`src/hw/rtl/wahr_pkg.sv`:
```
`default_nettype none
// ----------------------------------------------------------------------------
// wahr_pkg
// Shared types, widths and codes of the windowed average history ring.
// ----------------------------------------------------------------------------
package wahr_pkg;

    // History depth and the widths that follow from it
    localparam int HIST_DEPTH = 5760;
    localparam int ADDR_W     = $clog2(HIST_DEPTH);
    localparam int CNT_W      = $clog2(HIST_DEPTH + 1);

    // Fixed field widths
    localparam int SAMPLE_W   = 24;
    localparam int TIME_W     = 32;
    localparam int LABEL_W    = 11;
    localparam int RIDX_W     = 13;
    localparam int AVG_W      = 24;
    localparam int VAL_W      = 16;
    localparam int TOTAL_W    = 13;
    localparam int SUM_W      = 40;
    localparam int WCNT_W     = 16;
    localparam int DVD_W      = SUM_W + 1;
    localparam int DIV_CNT_W  = $clog2(DVD_W + 1);
    localparam int IDX_W      = ((CNT_W > RIDX_W) ? CNT_W : RIDX_W) + 1;

    localparam logic [TIME_W-1:0] INTERVAL_RESET = 32'd15000;
    localparam logic [WCNT_W-1:0] SAMPLES_MAX    = 16'hFFFF;
    localparam logic [VAL_W-1:0]  VALUE_MAX      = 16'hFFFF;

    // Input queue
    localparam int QUEUE_DEPTH = 2;
    localparam int QPTR_W      = $clog2(QUEUE_DEPTH);
    localparam int QCNT_W      = $clog2(QUEUE_DEPTH + 1);

    // Command codes carried on tuser
    localparam logic CMD_SAMPLE = 1'b0;
    localparam logic CMD_READ   = 1'b1;

    typedef struct packed {
        logic                is_read;
        logic [SAMPLE_W-1:0] sample;
        logic [TIME_W-1:0]   now;
        logic [LABEL_W-1:0]  label;
        logic [RIDX_W-1:0]   ridx;
    } cmd_item_t;

    typedef struct packed {
        logic               point_stored;
        logic [AVG_W-1:0]   average_value;
        logic [VAL_W-1:0]   entry_value;
        logic [LABEL_W-1:0] entry_label;
        logic               entry_valid;
        logic [TOTAL_W-1:0] entry_total;
    } result_t;

    typedef struct packed {
        logic [LABEL_W-1:0] label;
        logic [VAL_W-1:0]   value;
    } hist_entry_t;

    typedef enum logic [2:0] {
        ST_IDLE,
        ST_DIV_START,
        ST_DIV_WAIT,
        ST_RD_ADDR,
        ST_RD_DATA,
        ST_RESULT
    } back_state_t;

endpackage
`default_nettype wire

```
`src/hw/rtl/wahr_front.sv`:
```
`default_nettype none
// ----------------------------------------------------------------------------
// wahr_front
// Accepts input transfers, unpacks and classifies them, and holds them in a
// short queue for the back end.
// ----------------------------------------------------------------------------
module wahr_front
    import wahr_pkg::*;
(
    input  wire logic      clk,
    input  wire logic      rst_n,
    input  wire logic      s_tvalid,
    output logic           s_tready,
    // sample_value[23:0], timestamp_ms[55:24], minute_of_day[66:56], read_index[79:67]
    input  wire logic [79:0] s_tdata,
    // command[0]
    input  wire logic      s_tuser,
    output logic           q_valid,
    output cmd_item_t      q_item,
    input  wire logic      q_pop
);

    cmd_item_t          slot_reg [QUEUE_DEPTH];
    logic [QPTR_W-1:0]  wr_ptr_reg, wr_ptr_next;
    logic [QPTR_W-1:0]  rd_ptr_reg, rd_ptr_next;
    logic [QCNT_W-1:0]  fill_reg, fill_next;
    cmd_item_t          in_item;
    logic               push;
    logic               pop;

    always_comb
    begin
        in_item.is_read = (s_tuser == CMD_READ);
        in_item.sample  = s_tdata[23:0];
        in_item.now     = s_tdata[55:24];
        in_item.label   = s_tdata[66:56];
        in_item.ridx    = s_tdata[79:67];
    end

    assign s_tready = (fill_reg != QCNT_W'(QUEUE_DEPTH));
    assign q_valid  = (fill_reg != '0);
    assign q_item   = slot_reg[rd_ptr_reg];
    assign push     = s_tvalid & s_tready;
    assign pop      = q_pop & q_valid;

    always_comb
    begin
        wr_ptr_next = wr_ptr_reg;
        rd_ptr_next = rd_ptr_reg;
        fill_next   = fill_reg;
        if (push)
        begin
            wr_ptr_next = (wr_ptr_reg == QPTR_W'(QUEUE_DEPTH - 1)) ? '0 : wr_ptr_reg + 1'b1;
        end
        if (pop)
        begin
            rd_ptr_next = (rd_ptr_reg == QPTR_W'(QUEUE_DEPTH - 1)) ? '0 : rd_ptr_reg + 1'b1;
        end
        if (push && !pop)
        begin
            fill_next = fill_reg + 1'b1;
        end
        else if (pop && !push)
        begin
            fill_next = fill_reg - 1'b1;
        end
    end

    always_ff @(posedge clk or negedge rst_n)
    begin
        if (!rst_n)
        begin
            wr_ptr_reg <= '0;
            rd_ptr_reg <= '0;
            fill_reg   <= '0;
        end
        else
        begin
            wr_ptr_reg <= wr_ptr_next;
            rd_ptr_reg <= rd_ptr_next;
            fill_reg   <= fill_next;
        end
    end

    always_ff @(posedge clk)
    begin
        if (push)
        begin
            slot_reg[wr_ptr_reg] <= in_item;
        end
    end

endmodule
`default_nettype wire

```
`config.mk`:
```
export PLATFORM = sky130hd
export DESIGN_NAME = wahr_front
export DESIGN_NICKNAME = d
export VERILOG_FILES = /design/src/hw/rtl/wahr_pkg.sv /design/src/hw/rtl/wahr_front.sv
export SDC_FILE = /design/constraint.sdc
export NUM_CORES = 1
export LEC_CHECK = 0
export BUFFER_PORTS_ARGS = -buffer_cell sky130_fd_sc_hd__buf_2
export CELL_PAD_IN_SITES_DETAIL_PLACEMENT = 1
export CELL_PAD_IN_SITES_GLOBAL_PLACEMENT = 2
export CORE_ASPECT_RATIO = 1.75
export CORE_MARGIN = 8
export CORE_UTILIZATION = 35
export DETAILED_ROUTE_END_ITERATION = 8
export GPL_TIMING_DRIVEN = 0
export PLACE_DENSITY_LB_ADDON = 0.1
export REMOVE_ABC_BUFFERS = 1
export SYNTH_ARGS = -nofsm -noshare
export SYNTH_HDL_FRONTEND = slang
export SYNTH_SLANG_ARGS = --single-unit
export TNS_END_PERCENT = 5
```
`constraint.sdc`:
```
create_clock -name clk -period 4.39 [get_ports clk]
set_input_delay 0.878 -clock clk [delete_from_list [all_inputs] [get_ports clk]]
set_output_delay 0.878 -clock clk [all_outputs]
set_load 0.02 [all_outputs]
```
==> metrics.csv, run 1 <==
stage,metric,value,unit
outcome,status,finished clean,
clock_tree,CTS tree,yes,
clock_tree,Clock Latency Late Sink,420,ps
timing,Pins Over Slew Limit,0,
pwr,share of power burned in registers,0.406,
clock_tree,CTS root buffer,clkbuf_16,
placed_design,dpl hpwl,9274,um
critical_path,"Req. time, crit path",3510,ps
critical_path,Crit path max-delay family,flip-flops,
logic_synthesis,Post-synth EDFFs,162,
layout,# fillers,1818,
critical_path,r2r endpoint,slot_reg[0][1],
global_route,initial antenna violation count,2,
logic_synthesis,top post-synthesis cells by count,"edfxtp_1, mux2_4, buf_12, dfrtp_1, xnor2_1",
timing,RSZ-0062 raised after global routing,no,
critical_path,Worst path depth,4,
layout,Finished Core Util,0.4482,
logic_synthesis,Post-Syn Area per Cell,23.85,um^2
drt,# DRC,0,
timing,Final Hold Viols,0,
floorplanning,core area,18050,um^2
clock_tree,CTS sink cnt,166,
pwr,Logic pwr share,0.355,
critical_path,R2R depth,5,
critical_path,kind of critical path,flip-flop to primary output,
drt,Vias,3112,
drt,routed vias/inst,4.439,
critical_path,launching point of the worst reg2reg path,fill_reg[0],
placed_design,routability cong.,0.6394,
timing,Final TNS setup,0,ps
global_route,GRT Util Overall,0.1183,
layout,nets,539,
critical_path,worst-path maximum fanout,29,
timing,min cycle time layout,3195,ps
drt,First DRT Iteration DRCs,117,
logic_synthesis,ranking of synthesized cells by area,"edfxtp_1, mux2_4, buf_12",
pwr,Internal Dissipation,3.878,mW
global_route,gr ovfl total,0,
logic_synthesis,Syn Inst Count,270,
timing,final worst-path cycle share,0.7277,
logic_synthesis,Main synth FF type,edfxtp_1,
layout,footprint of the multi-input gates,1311,um^2
floorplanning,Rows,65,
worst_hold_path,hold crit path type,input pin to async pin,
global_route,pin count of the biggest net entering global routing,61,
pwr,Cell Pwr Density,710.6,nW/um^2
pwr,clock share of power,0.239,
clock_tree,Bufs on Longest Clock Path,2,
critical_path,Crit path largest cell delay,790,ps
timing,Fmax,313.0,MHz
clock_tree,post-CTS sizing,0,
logic_synthesis,Yosys warning count,0,
clock_tree,TritonCTS buffer count,17,
logic_synthesis,post-synthesis sequential area ratio,0.7711,
placed_design,Port Buf Inserts,167,
pwr,switching pwr,1.873,mW
layout,ratio of cells with drive above 1 in the final layout,0.6094,
timing,final setup fails,0,
critical_path,critical-path cell list,buf_12 > buf_12 > mux2_4 > buf_2,
layout,P&R area growth vs syn,25.69,%
timing,Clock Skews,8.850,ps
run,max_cap viols,0,
clock_tree,Setup Buffers After CTS,0,
clock_tree,"Clk pin slew, worst setup/hold paths",60,ps
timing,relative slew slack,0.5475,
drt,Post-DRT Antenna Nets,0,
critical_path,CP endpoint kind,primary output,
logic_synthesis,cell taking the most area after synthesis,edfxtp_1,
floorplanning,die area,23160,um^2
floorplanning,Starting Density,0.3566,
drt,routed len/inst,19.24,um
critical_path,CP endpoint,q_item[27],
clock_tree,H-tree levels,4,
drt,Detailed Route WL,13490,um
critical_path,r2r setup slk,2290,ps
clock_tree,# hold bufs at CTS,0,
critical_path,"most used cell, CP",buf_12,
critical_path,Critical path origin,rd_ptr_reg,
pwr,leakage,3.219,nW
logic_synthesis,Seq cells post-synth,166,
logic_synthesis,"Async S/R FF share, synth",0.02410,
critical_path,CP max-delay cell,dfrtp_4,
floorplanning,Die Span X,118.5,um
logic_synthesis,count of cell types in the netlist,15,
pwr,switch share,0.3257,
critical_path,Worst EP arrival,2320,ps
logic_synthesis,Mapped Area,6439,um^2
critical_path,crit path launch type,flip-flop,
layout,max reg flops,162,
timing,Worst-Margin Slew,677.1,ps
drt,drt pass-1 iters,4,
global_route,vias in the first global route,3571,
floorplanning,I/O Pins,168,
logic_synthesis,most instantiated library cell after synthesis,edfxtp_1,
floorplanning,DIE HEIGHT,195.4,um
pwr,Max VDD drop,0.3815,mV
logic_synthesis,post-synth top area share,0.7555,
layout,sequential standard cell area,4969,um^2
global_route,first-pass GRT wire length,20080,um
critical_path,CP Buf/Inv Count,3,
-- worst min path at each step --
stage                           start           to  slack [ps]
final                           rst_n   wr_ptr_reg         240
after global routing            rst_n   wr_ptr_reg         220
after CTS                       rst_n   wr_ptr_reg         210
after detailed placement  fill_reg[1]  fill_reg[1]         500
after global placement    fill_reg[1]  fill_reg[1]         480
after floorplan           fill_reg[1]  fill_reg[1]         460
-- cell usage in the layout, fill, tap and decap left out --
master / instances
and3_4: 1
buf_12: 4
buf_16: 2
buf_2: 167
bufinv_16: 1
clkbuf_1: 3
clkbuf_16: 17
clkinv_1: 2
clkinv_2: 1
clkinv_4: 2
clkinvlp_4: 5
dfrtp_1: 3
dfrtp_4: 1
diode_2: 1
edfxtp_1: 162
ha_1: 1
inv_1: 1
inv_6: 1
mux2_2: 2
mux2_4: 79
nand2_1: 2
nand2b_1: 1
nor2_1: 1
nor2_4: 1
or2_1: 1
xnor2_1: 3
xor2_1: 2
-- cell families (layout without fill, tap and decap cells) --
family	count (synthesis)	in the layout	share of synthesized area
fa+ha+maj	1	1	0.001943
buf+inv	10	206	0.02720
xor+xnor	5	5	0.006803
other cells	0	1	0
simple gates	7	7	0.005250
flops	166	166	0.7711
mux	81	81	0.1877
-- area by class of cell --
cell class,count,share of cell area
sequential,166,0.6139
multi-input combinational,94,0.1620
timing repair buffer,173,0.1200
clock buffer,20,0.05396
tap,234,0.03618
clock inverter,12,0.01314
inverter,1,0.0004638
antenna,1,0.0003092
-- routing by layer --
layer | share of wire | routed length [um] | vias up | track usage
met3 | 0.060 | 811 | 20 | 0.04939
met1 | 0.36 | 4836 | 1549 | 0.1079
li1 | - | - | 1437 | -
met4 | 0.023 | 305 | 4 | 0.06076
met2 | 0.56 | 7507 | 102 | 0.2174
met5 | 0.0019 | 25 | - | 0
-- worst reg2reg max path, cell delays in order (launching register included) --
cell      delay (ps)
dfrtp_1          410
nand2b_1         180
nand2_1          150
nor2_4           550
buf_12           280
buf_12           210
-- power groups by stage --
stage / clock network, mW / logic, mW / registers, mW
global route: 1.49 / 2.17 / 2.37
finish: 1.37 / 2.04 / 2.34
global placement: 0 / 2.03 / 2.56
CTS: 1.44 / 2.11 / 2.35
floorplan: 0 / 1.42 / 2.46
detailed placement: 0 / 2.10 / 2.38
-- metrics by stage --
stage	hold slack [ps]	power (mW)	setup slack (ps)	instance area (um^2)	instances
6_report	244.3	5.751	1195	8093	701
5_1_grt	222.0	6.033	1058	8090	700
4_1_cts	214.9	5.888	1083	8090	700
3_5_place_dp	499.1	4.479	1559	7547	668
3_3_place_gp	475.6	4.596	-2863	7396	662
2_1_floorplan	456.4	3.878	-483.5	6267	261
No activity file was read; power rests on OpenSTA's default activity.
==> run 2, diff against run 1 <==
Settings changed: CORE_UTILIZATION 35 to 39.
Clock period 4.39 ns to 3.3 ns, I/O delays scaled along.
==> run 2 against run 1 <==
  * Hold slack worse by 210 ps
  * Sequential power up 35%
  * Sequential share of layout area up 0.35 points
  * Utilization up 4.6 points
  * First-iteration DRC count down 38%
  * Via count up 0.61%
  * Power up 34%
==> metrics.csv, run 2 (synthesis results as in run 1) <==
stage,metric,value,unit
critical_path,CP endpoint,q_item[60],
pwr,total chip power,7.713,mW
timing,min cycle time layout,2984,ps
drt,# DRC,0,
critical_path,CP endpoint kind,primary output,
run,max_cap viols,0,
drt,routed len/inst,19.94,um
layout,Finished Core Util,0.4939,
layout,max reg flops,162,
global_route,gr ovfl total,0,
drt,First DRT Iteration DRCs,73,
drt,drt pass-1 iters,4,
critical_path,r2r setup slk,1080,ps
clock_tree,H-tree levels,4,
timing,final hold slack,32.92,ps
placed_design,Port Buf Inserts,167,
global_route,pin count of the biggest net entering global routing,58,
timing,relative slew slack,0.4032,
floorplanning,I/O Pins,168,
floorplanning,Rows,62,
placed_design,routability cong.,0.6626,
timing,Final Hold Viols,0,
layout,ratio of cells with drive above 1 in the final layout,0.6086,
critical_path,launching point of the worst reg2reg path,fill_reg[0],
critical_path,crit path launch type,flip-flop,
pwr,leakage,3.232,nW
outcome,status,finished clean,
clock_tree,post-CTS sizing,0,
worst_hold_path,hold crit path type,input pin to async pin,
layout,antenna cells,0,
global_route,initial antenna violation count,1,
drt,routed vias/inst,4.766,
floorplanning,Starting Density,0.3952,
clock_tree,CTS tree,yes,
placed_design,dpl hpwl,8938,um
critical_path,R2R depth,6,
timing,post-route setup slack,315.8,ps
placed_design,Post-Place Setup Slack,701.3,ps
critical_path,r2r endpoint,slot_reg[0][64],
critical_path,Critical path origin,rd_ptr_reg,
pwr,Max VDD drop,0.4309,mV
critical_path,critical-path cell list,buf_16 > mux2_2 > buf_2,
clock_tree,CTS root buffer,clkbuf_16,
clock_tree,# hold bufs at CTS,0,
timing,Pins Over Slew Limit,0,
timing,final setup fails,0,
drt,Vias,3131,
global_route,first-pass GRT wire length,19700,um
floorplanning,DIE HEIGHT,186.0,um
floorplanning,core area,16290,um^2
global_route,vias in the first global route,3480,
layout,"commonest non-fill, non-tap cell in the layout",buf_2,
layout,# fillers,1559,
timing,final worst-path cycle share,0.9043,
drt,Post-DRT Antenna Nets,0,
clock_tree,TritonCTS buffer count,17,
critical_path,worst-path maximum fanout,44,
critical_path,"Req. time, crit path",2640,ps
clock_tree,Setup Buffers After CTS,0,
layout,highest-count cells in the layout ignoring fill and taps,"buf_2, edfxtp_1, mux2_4",
global_route,GRT Util Overall,0.1269,
clock_tree,"Clk pin slew, worst setup/hold paths",60,ps
timing,Worst-Margin Slew,895.2,ps
floorplanning,die area,21040,um^2
critical_path,Worst EP arrival,2320,ps
clock_tree,CTS sink cnt,166,
critical_path,Crit path largest cell delay,1010,ps
clock_tree,Clock Latency Late Sink,420,ps
layout,P&R area growth vs syn,24.97,%
floorplanning,Die Span X,113.1,um
critical_path,kind of critical path,flip-flop to primary output,
pwr,Cell Pwr Density,958.6,nW/um^2
layout,nets,538,
timing,Fmax,335.1,MHz
clock_tree,Bufs on Longest Clock Path,2,
critical_path,CP max-delay cell,dfrtp_4,
timing,Clock Skews,11.42,ps
timing,RSZ-0062 raised after global routing,no,
drt,Detailed Route WL,13100,um
[run 2: worst max-delay path: cells and delay by family (launching register included)]
family / cells / cell delay, ps
buffers and inverters: 2 / 510
muxes: 1 / 370
DFF: 1 / 1010
[run 2: metal layers]
metal | up-vias | track usage | share of wire
met5 | - | 0 | 0.00061
met4 | 2 | 0.05788 | 0.018
met3 | 22 | 0.04711 | 0.061
met2 | 101 | 0.2268 | 0.55
met1 | 1574 | 0.1286 | 0.37
li1 | 1432 | - | -
[run 2: how the worst min path moves through the flow]
| stage | cells after the start | slack, ps | startpoint | endpoint |
|---|---|---|---|---|
| after floorplan | 0 | 360 | rst_n | fill_reg[0] |
| after global placement | 1 | 470 | rst_n | wr_ptr_reg |
| after detailed placement | 1 | 480 | rst_n | wr_ptr_reg |
| after CTS | 1 | 20 | rst_n | wr_ptr_reg |
| after global routing | 1 | 20 | rst_n | wr_ptr_reg |
| final | 1 | 30 | rst_n | wr_ptr_reg |
[run 2: power by group]
group          leakage, nW  switching [mW]  internal [mW]
registers             1.55           0.279           2.88
clock network        0.267           0.775           1.13
logic                 1.41            1.41           1.24
total                 3.23            2.46           5.25
[run 2: cell type report]
cell class | count | area [um^2] | area share
inverters | 1 | 3.754 | 0.0004665
multi-input cells | 94 | 1311 | 0.1630
clock inverters | 9 | 106.4 | 0.01322
well taps | 192 | 240.2 | 0.02986
flip-flops and latches | 166 | 4969 | 0.6175
repair buffers | 172 | 958.4 | 0.1191
clock buffers | 23 | 457.9 | 0.05691
[run 2: stage by stage]
step	setup TNS, ps	cells	area, um^2
after floorplan	-179120	261	6267
after global placement	-549350	620	7343
after detailed placement	0	625	7482
after CTS	0	657	8046
after global routing	0	657	8046
final	0	657	8046
==> run 3, diff against run 2 <==
Settings changed: BUFFER_PORTS_ARGS -buffer_cell sky130_fd_sc_hd__buf_2 to -buffer_cell sky130_fd_sc_hd__buf_4.
==> run 3 against run 2 <==
  * Global-route usage grew 0.17 points
  * Cell count grew 0.30%
  * Fmax grew 3.3%
  * Cell area rose by 7.1%
  * Sequential cell count stayed put
  * Register-to-register slack improved by 300 ps
  * Hold slack improved by 390 ps
  * Clock skew down 5.2 ps
  * Routed wire length grew 0.47%
  * Highest routed layer is now met4
  * Power grew 8.5%
  * First-iteration DRC count up 22%
  * Utilization up 3.5 points
==> metrics.csv, run 3 (synthesis results as in run 1) <==
stage,metric,value,unit
clock_tree,Clock Latency Late Sink,420,ps
layout,antenna cells,0,
timing,Final Hold Viols,0,
timing,Clock Skews,6.258,ps
clock_tree,TritonCTS buffer count,17,
global_route,first-pass GRT wire length,19940,um
clock_tree,Setup Buffers After CTS,0,
timing,Fmax,346.1,MHz
placed_design,routability cong.,0.6724,
timing,RSZ-0062 raised after global routing,no,
critical_path,kind of critical path,flip-flop to primary output,
clock_tree,CTS sink cnt,166,
timing,Pins Over Slew Limit,0,
critical_path,"Req. time, crit path",2640,ps
layout,max reg flops,162,
placed_design,Post-Place Setup Slack,783.2,ps
timing,final hold slack,420.2,ps
outcome,status,finished clean,
floorplanning,Rows,62,
drt,Detailed Route WL,13160,um
critical_path,r2r endpoint,slot_reg[0][26],
placed_design,dpl hpwl,9168,um
timing,post-route setup slack,410.5,ps
global_route,initial antenna violation count,0,
global_route,pin count of the biggest net entering global routing,44,
global_route,GRT Util Overall,0.1285,
global_route,gr ovfl total,0,
critical_path,Worst EP arrival,2230,ps
critical_path,r2r setup slk,1380,ps
critical_path,crit path launch type,flip-flop,
critical_path,launching point of the worst reg2reg path,fill_reg[0],
drt,Vias,3102,
critical_path,CP endpoint kind,primary output,
timing,min cycle time layout,2889,ps
floorplanning,I/O Pins,168,
layout,# fillers,1506,
drt,First DRT Iteration DRCs,89,
layout,ratio of cells with drive above 1 in the final layout,0.6124,
layout,"commonest non-fill, non-tap cell in the layout",buf_4,
timing,final setup fails,0,
pwr,Cell Pwr Density,971.3,nW/um^2
floorplanning,core area,16290,um^2
drt,routed vias/inst,4.707,
floorplanning,die area,21040,um^2
clock_tree,H-tree levels,4,
critical_path,worst-path maximum fanout,34,
critical_path,R2R depth,5,
layout,P&R area growth vs syn,33.87,%
clock_tree,"Clk pin slew, worst setup/hold paths",60,ps
drt,Post-DRT Antenna Nets,0,
worst_hold_path,hold crit path type,input pin to flip-flop,
critical_path,Critical path origin,rd_ptr_reg,
layout,sequential standard cell area,4969,um^2
drt,routed len/inst,19.97,um
drt,drt pass-1 iters,4,
drt,# DRC,0,
floorplanning,DIE HEIGHT,186.0,um
timing,relative slew slack,0.5882,
clock_tree,post-CTS sizing,0,
pwr,Max VDD drop,0.4325,mV
run,max_cap viols,0,
pwr,leakage,3.457,nW
layout,nets,540,
layout,footprint of the multi-input gates,1311,um^2
floorplanning,Die Span X,113.1,um
timing,final worst-path cycle share,0.8756,
placed_design,Port Buf Inserts,167,
global_route,vias in the first global route,3578,
layout,highest-count cells in the layout ignoring fill and taps,"buf_4, edfxtp_1, mux2_4",
critical_path,CP endpoint,q_item[61],
pwr,total chip power,8.372,mW
clock_tree,Bufs on Longest Clock Path,2,
clock_tree,CTS tree,yes,
timing,Worst-Margin Slew,617.7,ps
clock_tree,CTS root buffer,clkbuf_16,
floorplanning,Starting Density,0.3952,
-- run 3: where the power goes --
group	internal (mW)	switching (mW)	total (mW)	leakage, nW
clock	1.45	0.785	2.23	0.326
sequential	2.89	0.199	3.08	1.55
combinational	1.54	1.52	3.06	1.58
total	5.87	2.50	8.37	3.46
-- run 3: cell type report --
class	count	share of cell area
sequential	166	0.5764
timing repair buffer	174	0.1649
multi-input combinational	94	0.1521
clock buffer	21	0.05226
tap	192	0.02787
clock inverter	11	0.02598
inverter	1	0.0004355
-- run 3: through the flow --
step | utilization | instance area, um^2 | instances | TNS [ps]
floorplan | - | 6267 | 261 | -179120
global placement | 0.4764 | 7761 | 620 | -554640
detailed placement | 0.4871 | 7935 | 626 | 0
CTS | 0.5291 | 8620 | 659 | 0
global route | 0.5291 | 8620 | 659 | 0
finish | 0.5291 | 8620 | 659 | 0
-- run 3: worst min-delay path by stage --
| stage | from | to | slack, ps | cells past startpoint |
|---|---|---|---|---|
| floorplan | rst_n | fill_reg[0] | 360 | 0 |
| global route | s_tdata[14] | slot_reg[0][70] | 390 | 1 |
| CTS | s_tdata[71] | slot_reg[0][4] | 390 | 1 |
| finish | s_tdata[71] | slot_reg[0][4] | 420 | 1 |
| detailed placement | rst_n | wr_ptr_reg | 460 | 1 |
| global placement | rst_n | wr_ptr_reg | 460 | 1 |
-- run 3: metal layers --
metal / vias to the layer above / part of all wire / GRT usage / routed length, um
met5: - / 0 / 0 / 0
met4: 0 / 0.015 / 0.06431 / 194
met3: 12 / 0.067 / 0.05101 / 883
met2: 103 / 0.55 / 0.2270 / 7294
met1: 1554 / 0.36 / 0.1283 / 4790
li1: 1433 / - / - / -
-- run 3: timing repair --
item | CTS | global route
hold endpoints to repair | 4 | 0
hold buffers | 1 | 0
setup endpoints to repair | 0 | 0
-- run 3: worst max-delay path, stage by stage, from the launching register on --
cell,delay (ps)
dfrtp_4,700
buf_16,280
buf_16,290
mux2_2,370
buf_4,160
